==> src/rtl/core/mdiom_pkg.sv <==
// mdiom_pkg: shared types and constants for the clause-22 mdio frame master
// used by mdiom_front, mdiom_engine and the top level; no dependencies
`timescale 1ns / 1ps
`default_nettype none

package mdiom_pkg;

    // frame layout
    localparam int PREAMBLE_BITS_DEF = 32;
    localparam int PREAMBLE_MAX      = 32;
    localparam int TICK_W            = 7;   // holds 2 * (PREAMBLE_MAX + 32) - 1
    localparam int BIT_W             = 6;   // frame bit number
    localparam int BODY_BITS         = 32;  // start, opcode, addresses, turnaround, data

    // frame offsets after the preamble
    localparam logic [BIT_W-1:0] REL_START0 = 6'd0;
    localparam logic [BIT_W-1:0] REL_START1 = 6'd1;
    localparam logic [BIT_W-1:0] REL_OP0    = 6'd2;
    localparam logic [BIT_W-1:0] REL_OP1    = 6'd3;
    localparam logic [BIT_W-1:0] REL_PHY    = 6'd4;
    localparam logic [BIT_W-1:0] REL_REG    = 6'd9;
    localparam logic [BIT_W-1:0] REL_TA0    = 6'd14;
    localparam logic [BIT_W-1:0] REL_TA1    = 6'd15;
    localparam logic [BIT_W-1:0] REL_DATA   = 6'd16;
    localparam logic [BIT_W-1:0] REL_END    = 6'd32;
    localparam logic [BIT_W-1:0] PHY_MSB    = 6'd8;   // REL_PHY + 4
    localparam logic [BIT_W-1:0] REG_MSB    = 6'd13;  // REL_REG + 4
    localparam logic [BIT_W-1:0] DATA_MSB   = 6'd31;  // REL_DATA + 15

    // opcode field codes
    localparam logic OP_WRITE = 1'b0;
    localparam logic OP_READ  = 1'b1;

    // field widths
    localparam int ADDR_W = 5;
    localparam int WORD_W = 16;

    // stream widths
    localparam int IN_TDATA_W  = 24;
    localparam int OUT_TDATA_W = 24;

    // queue between front and back
    localparam int QUEUE_DEPTH = 4;
    localparam int QPTR_W      = 2;
    localparam int QCNT_W      = 3;

    typedef struct packed {
        logic              start;
        logic              opcode;
        logic [ADDR_W-1:0] reg_addr;
        logic [WORD_W-1:0] wdata;
        logic              mdio_in;
    } t_tick;

    typedef struct packed {
        logic              mdc;
        logic              mdio_out;
        logic              mdio_drive;
        logic              busy;
        logic [WORD_W-1:0] read_data;
        logic              done;
    } t_result;

endpackage

`default_nettype wire

==> src/rtl/core/mdio_management_frame_master_unit.sv <==
// a tick word passes through the front queue, then the engine's output register
// one word per cycle unless output stalls or no word is queued; a frame is 2*(PREAMBLE_BITS+32) words
// the front queue (4 words) lets input and output stall independently
// reset (synchronous, active low): idle, queue empty, phy address and read word 0
// depends on mdiom_pkg, mdiom_front, mdiom_engine
`timescale 1ns / 1ps
`default_nettype none

module mdio_management_frame_master_unit #(
    parameter int PREAMBLE_BITS = mdiom_pkg::PREAMBLE_BITS_DEF
) (
    input  wire                                 i_clk,
    input  wire                                 i_rst_n,
    input  wire                                 i_cfg_valid,
    output logic                                o_cfg_ready,
    input  wire  [mdiom_pkg::ADDR_W-1:0]        i_cfg_data,     // phy_address
    input  wire                                 i_s_axis_tvalid,
    output logic                                o_s_axis_tready,
    // start_req, opcode, reg_address[4:0], write_data[15:0], mdio_in
    input  wire  [mdiom_pkg::IN_TDATA_W-1:0]    i_s_axis_tdata,
    output logic                                o_m_axis_tvalid,
    input  wire                                 i_m_axis_tready,
    // mdc, mdio_out, mdio_drive, busy_res, read_data[15:0], zero fill
    output logic [mdiom_pkg::OUT_TDATA_W-1:0]   o_m_axis_tdata,
    output logic                                o_m_axis_tlast  // done_res
);

    logic [mdiom_pkg::ADDR_W-1:0]   r_phy_address;
    logic                           w_head_valid;
    mdiom_pkg::t_tick               w_head;
    logic                           w_pop;
    mdiom_pkg::t_result             w_result;

    assign o_cfg_ready = 1'b1;

    always_ff @(posedge i_clk) begin
        if (!i_rst_n) begin
            r_phy_address <= '0;
        end else if (i_cfg_valid) begin
            r_phy_address <= i_cfg_data;
        end
    end

    mdiom_front u_front (
        .i_clk        (i_clk),
        .i_rst_n      (i_rst_n),
        .i_valid      (i_s_axis_tvalid),
        .o_ready      (o_s_axis_tready),
        .i_data       (i_s_axis_tdata),
        .o_head_valid (w_head_valid),
        .o_head       (w_head),
        .i_pop        (w_pop)
    );

    mdiom_engine #(
        .PREAMBLE_BITS (PREAMBLE_BITS)
    ) u_engine (
        .i_clk         (i_clk),
        .i_rst_n       (i_rst_n),
        .i_head_valid  (w_head_valid),
        .i_head        (w_head),
        .o_pop         (w_pop),
        .i_phy_address (r_phy_address),
        .o_valid       (o_m_axis_tvalid),
        .i_ready       (i_m_axis_tready),
        .o_result      (w_result)
    );

    assign o_m_axis_tdata = {4'b0000, w_result.read_data, w_result.busy,
                             w_result.mdio_drive, w_result.mdio_out, w_result.mdc};
    assign o_m_axis_tlast = w_result.done;

endmodule

`default_nettype wire

==> src/rtl/core/mdiom_front.sv <==
// mdiom_front: accepts tick words and unpacks them into a short queue
// depends on mdiom_pkg
`timescale 1ns / 1ps
`default_nettype none

module mdiom_front (
    input  wire                                 i_clk,
    input  wire                                 i_rst_n,
    input  wire                                 i_valid,
    output logic                                o_ready,
    input  wire  [mdiom_pkg::IN_TDATA_W-1:0]    i_data,
    output logic                                o_head_valid,
    output mdiom_pkg::t_tick                    o_head,
    input  wire                                 i_pop
);

    mdiom_pkg::t_tick                   r_mem [mdiom_pkg::QUEUE_DEPTH];
    logic [mdiom_pkg::QPTR_W-1:0]       r_wr_ptr, n_wr_ptr;
    logic [mdiom_pkg::QPTR_W-1:0]       r_rd_ptr, n_rd_ptr;
    logic [mdiom_pkg::QCNT_W-1:0]       r_count,  n_count;
    mdiom_pkg::t_tick                   w_item;
    logic                               w_push;
    logic                               w_pop;

    // unpack the word, start request in the lowest bit
    always_comb begin
        w_item.start    = i_data[0];
        w_item.opcode   = i_data[1];
        w_item.reg_addr = i_data[6:2];
        w_item.wdata    = i_data[22:7];
        w_item.mdio_in  = i_data[23];
    end

    assign o_ready      = (r_count != mdiom_pkg::QCNT_W'(mdiom_pkg::QUEUE_DEPTH));
    assign o_head_valid = (r_count != '0);
    assign o_head       = r_mem[r_rd_ptr];
    assign w_push       = i_valid && o_ready;
    assign w_pop        = i_pop && o_head_valid;

    always_comb begin
        n_wr_ptr = w_push ? r_wr_ptr + 1'b1 : r_wr_ptr;
        n_rd_ptr = w_pop  ? r_rd_ptr + 1'b1 : r_rd_ptr;
        n_count  = r_count;
        if (w_push && !w_pop) begin
            n_count = r_count + 1'b1;
        end else if (w_pop && !w_push) begin
            n_count = r_count - 1'b1;
        end
    end

    always_ff @(posedge i_clk) begin
        if (!i_rst_n) begin
            r_wr_ptr <= '0;
            r_rd_ptr <= '0;
            r_count  <= '0;
        end else begin
            r_wr_ptr <= n_wr_ptr;
            r_rd_ptr <= n_rd_ptr;
            r_count  <= n_count;
        end
    end

    always_ff @(posedge i_clk) begin
        if (w_push) begin
            r_mem[r_wr_ptr] <= w_item;
        end
    end

endmodule

`default_nettype wire

==> src/rtl/core/mdiom_engine.sv <==
// mdiom_engine: frame sequencer, one queued tick per cycle into an output register,
// unless output stalls or no tick is queued; depends on mdiom_pkg
`timescale 1ns / 1ps
`default_nettype none

module mdiom_engine #(
    parameter int PREAMBLE_BITS = mdiom_pkg::PREAMBLE_BITS_DEF
) (
    input  wire                                 i_clk,
    input  wire                                 i_rst_n,
    input  wire                                 i_head_valid,
    input  mdiom_pkg::t_tick                    i_head,
    output logic                                o_pop,
    input  wire  [mdiom_pkg::ADDR_W-1:0]        i_phy_address,
    output logic                                o_valid,
    input  wire                                 i_ready,
    output mdiom_pkg::t_result                  o_result
);

    localparam int LastTick = 2 * (PREAMBLE_BITS + mdiom_pkg::BODY_BITS) - 1;

    logic                               r_active,  n_active;
    logic [mdiom_pkg::TICK_W-1:0]       r_tick,    n_tick;
    logic                               r_opcode,  n_opcode;
    logic [mdiom_pkg::ADDR_W-1:0]       r_reg,     n_reg;
    logic [mdiom_pkg::WORD_W-1:0]       r_wword,   n_wword;
    logic [mdiom_pkg::WORD_W-1:0]       r_shift,   n_shift;
    logic                               r_out_valid;
    mdiom_pkg::t_result                 r_out,     n_out;

    logic                               w_take;
    logic                               w_start;
    logic                               w_act;
    logic [mdiom_pkg::TICK_W-1:0]       w_tick;
    logic [mdiom_pkg::BIT_W-1:0]        w_bit;
    logic [mdiom_pkg::BIT_W-1:0]        w_rel;
    logic                               w_high;
    logic                               w_past_pre;
    logic                               w_released;
    logic                               w_level;
    logic [mdiom_pkg::WORD_W-1:0]       w_shift_base;

    assign w_take = i_head_valid && (!r_out_valid || i_ready);
    assign o_pop  = w_take;

    always_comb begin
        w_start      = !r_active && i_head.start;
        w_act        = r_active || w_start;
        w_tick       = w_start ? '0 : r_tick;
        w_bit        = w_tick[mdiom_pkg::TICK_W-1:1];
        w_high       = w_tick[0];
        w_rel        = w_bit - mdiom_pkg::BIT_W'(PREAMBLE_BITS);
        w_past_pre   = (w_bit >= mdiom_pkg::BIT_W'(PREAMBLE_BITS));

        n_opcode     = w_start ? i_head.opcode   : r_opcode;
        n_reg        = w_start ? i_head.reg_addr : r_reg;
        n_wword      = w_start ? i_head.wdata    : r_wword;
        w_shift_base = w_start ? '0 : r_shift;

        w_released   = (n_opcode == mdiom_pkg::OP_READ) && w_past_pre
                       && (w_rel >= mdiom_pkg::REL_TA0);

        // level of a driven frame bit
        if (!w_past_pre) begin
            w_level = 1'b1;
        end else if (w_rel == mdiom_pkg::REL_START0) begin
            w_level = 1'b0;
        end else if (w_rel == mdiom_pkg::REL_START1) begin
            w_level = 1'b1;
        end else if (w_rel == mdiom_pkg::REL_OP0) begin
            w_level = (n_opcode == mdiom_pkg::OP_READ);
        end else if (w_rel == mdiom_pkg::REL_OP1) begin
            w_level = (n_opcode == mdiom_pkg::OP_WRITE);
        end else if (w_rel < mdiom_pkg::REL_REG) begin
            w_level = i_phy_address[3'(mdiom_pkg::PHY_MSB - w_rel)];
        end else if (w_rel < mdiom_pkg::REL_TA0) begin
            w_level = n_reg[3'(mdiom_pkg::REG_MSB - w_rel)];
        end else if (w_rel == mdiom_pkg::REL_TA0) begin
            w_level = 1'b1;
        end else if (w_rel == mdiom_pkg::REL_TA1) begin
            w_level = 1'b0;
        end else if (w_rel < mdiom_pkg::REL_END) begin
            w_level = n_wword[4'(mdiom_pkg::DATA_MSB - w_rel)];
        end else begin
            w_level = 1'b0;
        end

        n_active = r_active;
        n_tick   = r_tick;
        n_shift  = r_shift;
        n_out    = '0;
        n_out.read_data = r_shift;

        if (w_act) begin
            n_shift = w_shift_base;
            // sample the line in the low half of each read data bit
            if (w_released && (w_rel >= mdiom_pkg::REL_DATA) && !w_high) begin
                n_shift = {w_shift_base[mdiom_pkg::WORD_W-2:0], i_head.mdio_in};
            end
            n_out.mdc        = w_high;
            n_out.busy       = 1'b1;
            n_out.mdio_drive = !w_released;
            n_out.mdio_out   = !w_released && w_level;
            n_out.read_data  = n_shift;
            if (w_tick >= mdiom_pkg::TICK_W'(LastTick)) begin
                n_out.done = 1'b1;
                n_active   = 1'b0;
                n_tick     = '0;
            end else begin
                n_active   = 1'b1;
                n_tick     = w_tick + 1'b1;
            end
        end
    end

    always_ff @(posedge i_clk) begin
        if (!i_rst_n) begin
            r_active    <= 1'b0;
            r_tick      <= '0;
            r_opcode    <= 1'b0;
            r_reg       <= '0;
            r_wword     <= '0;
            r_shift     <= '0;
            r_out_valid <= 1'b0;
        end else begin
            if (w_take) begin
                r_active <= n_active;
                r_tick   <= n_tick;
                r_opcode <= n_opcode;
                r_reg    <= n_reg;
                r_wword  <= n_wword;
                r_shift  <= n_shift;
            end
            if (w_take) begin
                r_out_valid <= 1'b1;
            end else if (i_ready) begin
                r_out_valid <= 1'b0;
            end
        end
    end

    always_ff @(posedge i_clk) begin
        if (w_take) begin
            r_out <= n_out;
        end
    end

    assign o_valid  = r_out_valid;
    assign o_result = r_out;

endmodule

`default_nettype wire
==> config.mk <==
export PLATFORM = sky130hd
export DESIGN_NAME = mdio_management_frame_master_unit
export DESIGN_NICKNAME = d
export VERILOG_FILES = /design/src/rtl/core/mdiom_pkg.sv /design/src/rtl/core/mdio_management_frame_master_unit.sv /design/src/rtl/core/mdiom_front.sv /design/src/rtl/core/mdiom_engine.sv
export SDC_FILE = /design/constraint.sdc
export NUM_CORES = 1
export LEC_CHECK = 0
export ABC_AREA = 1
export BUFFER_PORTS_ARGS = -buffer_cell sky130_fd_sc_hd__buf_2
export CORE_AREA = 2 2 140 142
export CTS_CLUSTER_SIZE = 14
export DETAILED_ROUTE_END_ITERATION = 8
export DIE_AREA = 0 0 142 144
export PLACE_DENSITY = 0.6
export SLEW_MARGIN = 10
export SYNTH_ARGS = -nofsm -noshare
export SYNTH_HDL_FRONTEND = slang
export SYNTH_SLANG_ARGS = --single-unit
==> constraint.sdc <==
create_clock -name i_clk -period 3.15 [get_ports i_clk]
set_clock_uncertainty 0.2 [all_clocks]
set_input_delay 0.315 -clock i_clk [delete_from_list [all_inputs] [get_ports i_clk]]
set_output_delay 0.315 -clock i_clk [all_outputs]
set_load 0.02 [all_outputs]
==> results of run 1 <==
[through the flow]
step | setup WS, ns | cell area, µm²
after detailed placement | 0.259 | 8560
after floorplan | 0.454 | 8040
after global placement | 0.328 | 8560
after global routing | 0.0640 | 9450
final | 0.317 | 9450
after CTS | 0.227 | 9450
[what timing repair did]
action | in CTS | in global routing
gates resized for setup | 0 | 1
hold buffers | 33 | 0
endpoints found under the setup margin | 0 | 9
hold endpoints to repair | 101 | 0
[layout make-up]
type / instances / area [µm²]
fillers: 1780 / 9630
flip-flops and latches: 178 / 4740
multi-input cells: 526 / 2710
repair buffers: 110 / 781
clock buffers: 19 / 433
inverters: 99 / 372
well taps: 238 / 298
clock inverters: 13 / 128
[layer usage]
metal	wire, µm	track usage, %	vias to the layer above	part of all wire (%)
li1	-	-	2994	-
met1	7960	22.9	2694	47
met2	8150	29.9	101	48
met3	663	3.74	16	3.9
met4	199	5.11	0	1.2
met5	0	0	-	0
[synth_stat cells, types with 2 or more instances]
cell type	n	area share, %
a211oi_1	6	0.56
a21oi_1	52	3.2
a21oi_2	9	0.98
a311oi_1	6	0.65
buf_1	4	0.19
buf_2	7	0.44
buf_4	6	0.56
buf_6	7	0.98
clkbuf_1	21	0.98
conb_1	2	0.094
dfxtp_1	61	15
edfxtp_1	117	44
ha_1	12	1.9
inv_1	91	4.3
inv_2	8	0.37
nand2_1	150	7.0
nand2_2	2	0.16
nand2_4	2	0.28
nand3_1	38	2.4
nand3_2	4	0.50
nand3_4	2	0.44
nand4_1	2	0.16
nor2_1	100	4.7
nor2_2	8	0.62
nor2_4	3	0.42
nor3_1	2	0.12
o21ai_0	60	3.7
o21ai_1	34	2.1
o21ai_2	9	0.98
o22ai_1	7	0.55
xor2_1	3	0.33
[worst paths after layout]
path,slack (ns),to,cells after the start,startpoint
hold reg to reg,0.26,u_engine.r_wword[1],2,u_engine.r_wword[1]
setup / recovery,0.32,u_engine.o_result[10],17,flip-flop
hold / removal,0.06,u_engine.o_valid,4,i_m_axis_tready
setup reg to reg,0.32,u_engine.o_result[10],17,flip-flop
[power groups by stage]
stage / Clock [mW] / Sequential, mW / Combinational [mW]
6_report: 2.03 / 3.23 / 3.01
5_1_grt: 2.17 / 3.27 / 3.42
4_1_cts: 2.08 / 3.23 / 3.06
3_5_place_dp: 0 / 3.27 / 3.02
3_3_place_gp: 0 / 3.27 / 2.99
2_1_floorplan: 0 / 3.42 / 2.03
[tightest hold or removal path, cell delays in order]
cell and delay [ns]:
buf_2 0.07, nor2_1 0.06, o21ai_0 0.15, inv_1 0.04
[layout by cell type, fill, tap and decap left out, types with 7 or more instances in the layout]
master         Yosys  final
nand2_1          150    150
edfxtp_1         117    117
a21oi_1           52     52
clkbuf_16          0     17
ha_1              12     12
buf_2              7     56
o21ai_2            9      9
buf_4              6     20
a21oi_2            9      9
inv_1             91     91
o22ai_1            7      7
o21ai_0           60     60
nor2_2             8     12
nor2_1           100     96
dfxtp_1           61     60
nand3_1           38     38
dlygate4sd3_1      0     33
o21ai_1           34     34
inv_2              8      8
[cell families after synthesis]
| kind of cell | after synthesis |
|---|---|
| AND/OR/NAND/NOR | 314 |
| flip-flops | 178 |
| buffers and inverters | 144 |
| multiplexers | 1 |
| XOR/XNOR | 4 |
| adder cells (fa/ha/maj) | 13 |
| other | 2 |
| AO/OA/AOI/OAI | 189 |
==> results.json, run 1 <==
{
  "clock_latency_ns": 0.43,
  "cpPeakStageDelay_ns": 0.40,
  "synth-xor-area-share_pct": 0.436,
  "antenna_left": 0,
  "synthAdderAreaFrac_pct": 2.12,
  "largest_register_ff_count": 96,
  "total_power_mw": 8.27,
  "die_h_um": 144,
  "worst_ep_required_time_ns": 3.12,
  "dp_hpwl_mm": 10.6,
  "p_sw_mw": 3.20,
  "viasPerCell": 4.91,
  "dp_cells": 1118,
  "drv_cap": 0,
  "rsz0062_at_grt": "false",
  "synthCells": 845,
  "path_buf_inv": 4,
  "wl_per_cell_um": 14.3,
  "die_area_um2": 20400,
  "worstSetupPathType": "flip-flop to flip-flop",
  "synth_edf_count": 117,
  "antenna_found_initial": 0,
  "pwr-share-seq_pct": 39.0,
  "status": "finished, final reports clean",
  "drive_above_1_share_pct": 17.1,
  "io_pins": 62,
  "cts_max_path_buffers": 2,
  "final_cells": 1183,
  "max_freq_mhz": 353,
  "cp_max_fo": 20,
  "ys_warn_count": 0,
  "root_buffer": "clkbuf_16",
  "start_kind": "flip-flop",
  "yosysSeqAreaShare_pct": 59.0,
  "tritoncts": "built",
  "async_flop_share_pct": 0,
  "synth-seq-cells": 178,
  "grt_start_max_net_pins": 38,
  "initialDrtViolationCount": 337,
  "grt_pass1_wl_mm": 28.0,
  "htreeDepth": 4,
  "nets": 979,
  "start_util_pct": 42.1,
  "grt-ovfl-total": 0,
  "ys.flop_type": "edfxtp_1",
  "die_w_um": 142,
  "drc": 0,
  "synth-compound-area-share_pct": 13.5,
  "p_int_mw": 5.07,
  "cp-end-kind": "flip-flop",
  "grt_pass1_vias": 5522,
  "crit_arrival_ns": 2.80,
  "power_frac_comb_pct": 36.5,
  "syn_area_um2": 8030,
  "tns_ns": 0,
  "utilization_pct": 49.5,
  "power_density_nw_per_um2": 875,
  "grt_usage_pct": 17.6,
  "port_buffers": 56,
  "hold_ws_ns": 0.0612,
  "fin_crit_sh_pct": 89.9,
  "regMostFlops": "u_front.r_mem",
  "vdd_drop_max_uv": 654,
  "diodes": 0,
  "p_leak_nw": 3.84,
  "vias": 5805,
  "synthMuxAreaShare_pct": 0.125,
  "hold_path.class": "primary input to flip-flop",
  "cts_setup_buffers": 0,
  "power.share.clock_pct": 24.5,
  "wirelength_mm": 17.0,
  "cp_cell_sequence": "inv_2 > nand2_1 > nand3_2 > nand3_4 > nand2_4 > inv_1 > ha_1 > nand3_2 > nor2_2 > o211ai_2 > inv_2 > nand3_4 > buf_12 > nand2_1 > o21ai_2 > nand2_1 > o21ai_1",
  "swShare_pct": 38.7,
  "cts_sinks": 178,
  "finalSetupViolations": 0,
  "layout_min_cycle_time_ns": 2.83,
  "cp_common_cell": "nand2_1",
  "avgSynthCellArea_um2": 9.50,
  "synth-simple-area-share_pct": 17.0,
  "synth_top_family_by_area": "simple AND/OR/NAND/NOR gates",
  "area_delta_synth_final_pct": 17.7,
  "synthDistinctLibCells": 41,
  "core_area_um2": 19100,
  "first_pass_iters": 4,
  "slowest_stage": "dfxtp_2",
  "hold_viol": 0,
  "place_congestion": 0.849,
  "relSlewSlack_pct": 48.0,
  "cp_top_family": "simple AND/OR/NAND/NOR gates",
  "drv_slew": 0,
  "cts_buffers": 17,
  "path_clk_slew_ns": 0.07,
  "num_rows": 51,
  "worst_slew_pin_slew_ns": 0.778
}
Note: power is estimated with default switching activity, not from simulation.
==> run 2, diff against run 1 <==
--- a/config.mk
+++ b/config.mk
@@ -8,9 +8,11 @@
 export ABC_AREA = 1
 export BUFFER_PORTS_ARGS = -buffer_cell sky130_fd_sc_hd__buf_2
 export CORE_AREA = 2 2 140 142
+export CTS_BUF_LIST = sky130_fd_sc_hd__clkbuf_16
 export CTS_CLUSTER_SIZE = 14
 export DETAILED_ROUTE_END_ITERATION = 8
 export DIE_AREA = 0 0 142 144
+export GPL_ROUTABILITY_DRIVEN = 0
 export PLACE_DENSITY = 0.6
 export SLEW_MARGIN = 10
 export SYNTH_ARGS = -nofsm -noshare
==> results.json, run 2 (synthesized netlist as in run 1, its figures left out) <==
{
  "regMostFlops": "u_front.r_mem",
  "r2r_cells": 17,
  "vdd_drop_max_uv": 653,
  "num_rows": 51,
  "vias": 5795,
  "grt_usage_pct": 17.6,
  "finalSetupViolations": 0,
  "grt_busiest_layer": "met2",
  "grtUsageMet1_pct": 22.9,
  "die_h_um": 144,
  "cp_common_cell": "nand2_1",
  "die_w_um": 142,
  "fin_crit_sh_pct": 89.9,
  "power.share.clock_pct": 24.5,
  "rsz0062_at_grt": "false",
  "start_kind": "flip-flop",
  "final_cells": 1183,
  "worst_ep_required_time_ns": 3.12,
  "place_area_um2": 8560,
  "worstSetupPathType": "flip-flop to flip-flop",
  "cts_max_path_buffers": 2,
  "diodes": 0,
  "slowest_stage": "dfxtp_2",
  "cts_sinks": 178,
  "p_int_mw": 5.06,
  "tritoncts": "built",
  "timing.rr.end": "u_engine.o_result[10]",
  "max_freq_mhz": 353,
  "status": "finished, final reports clean",
  "grt_pass1_wl_mm": 28.0,
  "die_area_um2": 20400,
  "layout_min_cycle_time_ns": 2.83,
  "antenna_left": 0,
  "first_pass_iters": 4,
  "dp_cells": 1118,
  "drv_cap": 0,
  "antenna_found_initial": 0,
  "area_delta_synth_final_pct": 17.7,
  "grt_pass1_vias": 5522,
  "power_frac_comb_pct": 36.5,
  "swShare_pct": 38.7,
  "htreeDepth": 4,
  "hold_path.class": "primary input to flip-flop",
  "crit_arrival_ns": 2.80,
  "clock_latency_ns": 0.43,
  "root_buffer": "clkbuf_16",
  "relSlewSlack_pct": 48.3,
  "initialDrtViolationCount": 338,
  "drv_slew": 0,
  "grt_start_max_net_pins": 38,
  "cp-end-kind": "flip-flop",
  "port_buffers": 56,
  "cp_max_fo": 20,
  "dp_hpwl_mm": 10.6,
  "crit_end": "u_engine.o_result[10]",
  "power_density_nw_per_um2": 874,
  "path_clk_slew_ns": 0.07,
  "layout_common_cells": "nand2_1 (150), edfxtp_1 (117), nor2_1 (96), inv_1 (93)",
  "p_sw_mw": 3.20,
  "core_area_um2": 19100,
  "grt_use_met3_pct": 3.74,
  "io_pins": 62,
  "design_area_um2": 9450,
  "wl_per_cell_um": 14.3,
  "cpPeakStageDelay_ns": 0.40,
  "largest_register_ff_count": 96,
  "wirelength_mm": 16.9,
  "viasPerCell": 4.90,
  "hold_viol": 0,
  "utilization_pct": 49.5,
  "drive_above_1_share_pct": 17.1,
  "rrSetupSlack_ns": 0.32,
  "cts_buffers": 17,
  "cp_cell_sequence": "inv_2 > nand2_1 > nand3_2 > nand3_4 > nand2_4 > inv_1 > ha_1 > nand3_2 > nor2_2 > o211ai_2 > inv_2 > nand3_4 > buf_12 > nand2_1 > o21ai_2 > nand2_1 > o21ai_1",
  "tns_ns": 0,
  "start_util_pct": 42.1,
  "worst_slew_pin_slew_ns": 0.775,
  "p_leak_nw": 3.85,
  "drc": 0,
  "nets": 979,
  "grt-ovfl-total": 0,
  "cts_setup_buffers": 0,
  "mostFrequentLayoutCell": "nand2_1",
  "pwr-share-seq_pct": 39.1,
  "gr-usage-met2_pct": 29.9
}
run 2: final cells by class:
| type | count | area [µm²] |
|---|---|---|
| fillers | 1780 | 9630 |
| flip-flops and latches | 178 | 4740 |
| multi-input cells | 526 | 2710 |
| repair buffers | 110 | 781 |
| clock buffers | 17 | 425 |
| inverters | 99 | 372 |
| well taps | 238 | 298 |
| clock inverters | 15 | 135 |
run 2: stage by stage:
step           total power, mW  setup WS [ns]  hold slack [ns]
6_report                  8.26          0.317           0.0617
5_1_grt                   8.86         0.0643           0.0742
4_1_cts                   8.36          0.227           0.0500
3_5_place_dp              6.29          0.259            0.248
3_3_place_gp              6.26          0.328            0.237
2_1_floorplan             5.45          0.454            0.214
run 2: worst max-delay path, delay by kind of cell, from the launching register on:
kind	cells	cell delay, ns
AOI/OAI and AO/OA	3	0.23
adders and majority gates	1	0.19
buffers and inverters	4	0.51
DFF	1	0.40
and+or+nand+nor	9	1.03
run 2: layer usage:
metal | share of wire, % | up-vias
li1 | - | 2994
met1 | 46 | 2672
met2 | 48 | 113
met3 | 4.4 | 16
met4 | 1.2 | 0
met5 | 0 | -
run 2: power groups by stage:
stage          Clock, mW  Combinational, mW  Sequential [mW]
4_1_cts             2.08               3.06             3.23
2_1_floorplan          0               2.03             3.42
5_1_grt             2.16               3.42             3.27
3_3_place_gp           0               2.99             3.27
3_5_place_dp           0               3.02             3.27
6_report            2.02               3.01             3.23
run 2: worst min path at each step:
| stage | start | end | cells after the start |
|---|---|---|---|
| final | i_m_axis_tready | u_engine.o_valid | 4 |
| after global routing | i_m_axis_tready | u_engine.o_valid | 4 |
| after CTS | i_m_axis_tready | u_engine.o_valid | 4 |
| after detailed placement | u_engine.r_wword[1] | u_engine.r_wword[1] | 2 |
| after global placement | u_engine.r_reg[1] | u_engine.r_reg[1] | 2 |
| after floorplan | i_s_axis_tdata[23] | u_front.r_mem[0][0] | 0 |
run 2: repair_timing:
action / 4_1_cts / 5_1_grt
hold buffers: 33 / 0
resized for setup: 0 / 1
setup endpoints to repair: 0 / 9
hold endpoints to repair: 101 / 0
==> run 3, diff against run 2 <==
--- a/config.mk
+++ b/config.mk
@@ -8,7 +8,7 @@
 export ABC_AREA = 1
 export BUFFER_PORTS_ARGS = -buffer_cell sky130_fd_sc_hd__buf_2
 export CORE_AREA = 2 2 140 142
-export CTS_BUF_LIST = sky130_fd_sc_hd__clkbuf_16
+export CTS_BUF_LIST = sky130_fd_sc_hd__clkbuf_8 sky130_fd_sc_hd__clkbuf_16
 export CTS_CLUSTER_SIZE = 14
 export DETAILED_ROUTE_END_ITERATION = 8
 export DIE_AREA = 0 0 142 144
==> constraint.sdc (replaced) <==
create_clock -name i_clk -period 3.4 [get_ports i_clk]
set_clock_uncertainty 0.2 [all_clocks]
set_input_delay 0.34 -clock i_clk [delete_from_list [all_inputs] [get_ports i_clk]]
set_output_delay 0.34 -clock i_clk [all_outputs]
set_load 0.02 [all_outputs]
==> results.json, run 3 (synthesized netlist as in run 1, its figures left out) <==
{
  "antenna_found_initial": 0,
  "grt_usage_pct": 17.6,
  "fin_crit_sh_pct": 88.7,
  "mostFrequentLayoutCell": "nand2_1",
  "r2r_cells": 17,
  "wl_per_cell_um": 14.4,
  "area_delta_synth_final_pct": 17.5,
  "worstSetupPathType": "flip-flop to flip-flop",
  "hold_path.class": "primary input to flip-flop",
  "hold_start": "i_cfg_valid",
  "hold_viol": 0,
  "status": "finished, final reports clean",
  "relSlewSlack_pct": 35.5,
  "tns_ns": 0,
  "design_area_um2": 9440,
  "rsz0062_at_grt": "false",
  "dp_hpwl_mm": 10.5,
  "start_util_pct": 42.1,
  "drv_cap": 0,
  "core_area_um2": 19100,
  "largest_register_ff_count": 96,
  "cts_buffers": 17,
  "grt_pass1_wl_mm": 27.9,
  "p_leak_nw": 3.83,
  "grt-ovfl-total": 0,
  "drc": 0,
  "port_buffers": 56,
  "finalSetupViolations": 0,
  "diodes": 0,
  "die_h_um": 144,
  "tritoncts": "built",
  "rrSetupSlack_ns": 0.38,
  "htreeDepth": 4,
  "antenna_left": 0,
  "layout_min_cycle_time_ns": 3.02,
  "die_w_um": 142,
  "root_buffer": "clkbuf_16",
  "grt_start_max_net_pins": 38,
  "num_rows": 51,
  "regArea_um2": 4730,
  "cts_setup_buffers": 0,
  "place_area_um2": 8510,
  "fillers": 1725,
  "crit_arrival_ns": 2.96,
  "timing.rr.end": "u_engine.o_result[11]",
  "start_kind": "flip-flop",
  "initialDrtViolationCount": 329,
  "whs_path_depth": 3,
  "cp-end-kind": "flip-flop",
  "utilization_pct": 49.5,
  "cp_max_fo": 20,
  "vdd_drop_max_uv": 390,
  "clock_latency_ns": 0.43,
  "io_pins": 62,
  "worst_ep_required_time_ns": 3.35,
  "drive_above_1_share_pct": 16.7,
  "holdPathEnd": "r_phy_address[2]",
  "power_density_nw_per_um2": 829,
  "multi_input_area_um2": 2710,
  "viasPerCell": 4.85,
  "total_power_mw": 7.82,
  "regMostFlops": "u_front.r_mem",
  "nets": 970,
  "worst_slew_pin_slew_ns": 0.966,
  "cts_max_path_buffers": 2,
  "setup_slack_ns": 0.385,
  "die_area_um2": 20400,
  "wirelength_mm": 16.9,
  "drv_slew": 0,
  "cts_sinks": 178,
  "max_freq_mhz": 332,
  "path_clk_slew_ns": 0.07,
  "layout_common_cells": "nand2_1 (150), edfxtp_1 (117), nor2_1 (96), inv_1 (93), dfxtp_1 (61)",
  "vias": 5693,
  "first_pass_iters": 5,
  "grt_pass1_vias": 5554,
  "pre_cts_ws_ns": 0.312
}
run 3: worst max-delay path, cell delays in order, from the launching register on:
cell and delay, ns:
dfxtp_1 0.47, inv_2 0.09, nand2_1 0.07, nand3_1 0.12, nand3_4 0.14, nand2_4 0.10, inv_1 0.13, ha_1 0.20
nand3_2 0.10, nor2_2 0.15, o211ai_2 0.10, inv_2 0.09, nand3_4 0.16, buf_4 0.29, nor2_2 0.12, a21oi_2 0.04
nand2_1 0.07, o21ai_1 0.08
run 3: cell type report:
type | count | share of cell area [%]
clock buffer | 17 | 4.51
inverter | 99 | 3.94
timing repair buffer | 101 | 7.36
multi-input combinational | 526 | 28.7
tap | 238 | 3.16
sequential | 178 | 50.2
clock inverter | 15 | 2.17
run 3: metrics by stage:
step | hold WS, ns | std cells
floorplan | 0.225 | 848
global placement | 0.236 | 1113
detailed placement | 0.250 | 1113
CTS | 0.0141 | 1174
global route | 0.0315 | 1174
finish | 0.0244 | 1174
run 3: repair_timing:
action / 4_1_cts / 5_1_grt
endpoints found under the setup margin: 0 / 7
hold buffers: 29 / 0
endpoints found under the hold margin: 101 / 0
resized for setup: 0 / 1
run 3: how the worst max path moves through the flow:
stage,to,slack (ns)
floorplan,u_engine.o_result[15],0.70
global placement,u_engine.o_result[13],0.38
detailed placement,u_engine.o_result[9],0.31
CTS,u_engine.o_result[11],0.29
global route,u_engine.o_result[14],0.05
finish,u_engine.o_result[11],0.38
run 3: layer usage:
metal / GRT usage [%] / vias to the layer above / wire (µm)
li1: - / 2974 / -
met1: 22.7 / 2570 / 7830
met2: 29.8 / 126 / 8050
met3: 3.44 / 23 / 687
met4: 6.05 / 0 / 291
met5: 0 / - / 0
run 3: power by group:
group          leakage [nW]  total [mW]  internal, mW  switching [mW]
clock network         0.310        2.08          1.24           0.845
registers              1.59        2.99          2.81           0.182
logic                  1.92        2.74         0.833            1.91
total                  3.83        7.82          4.88            2.94
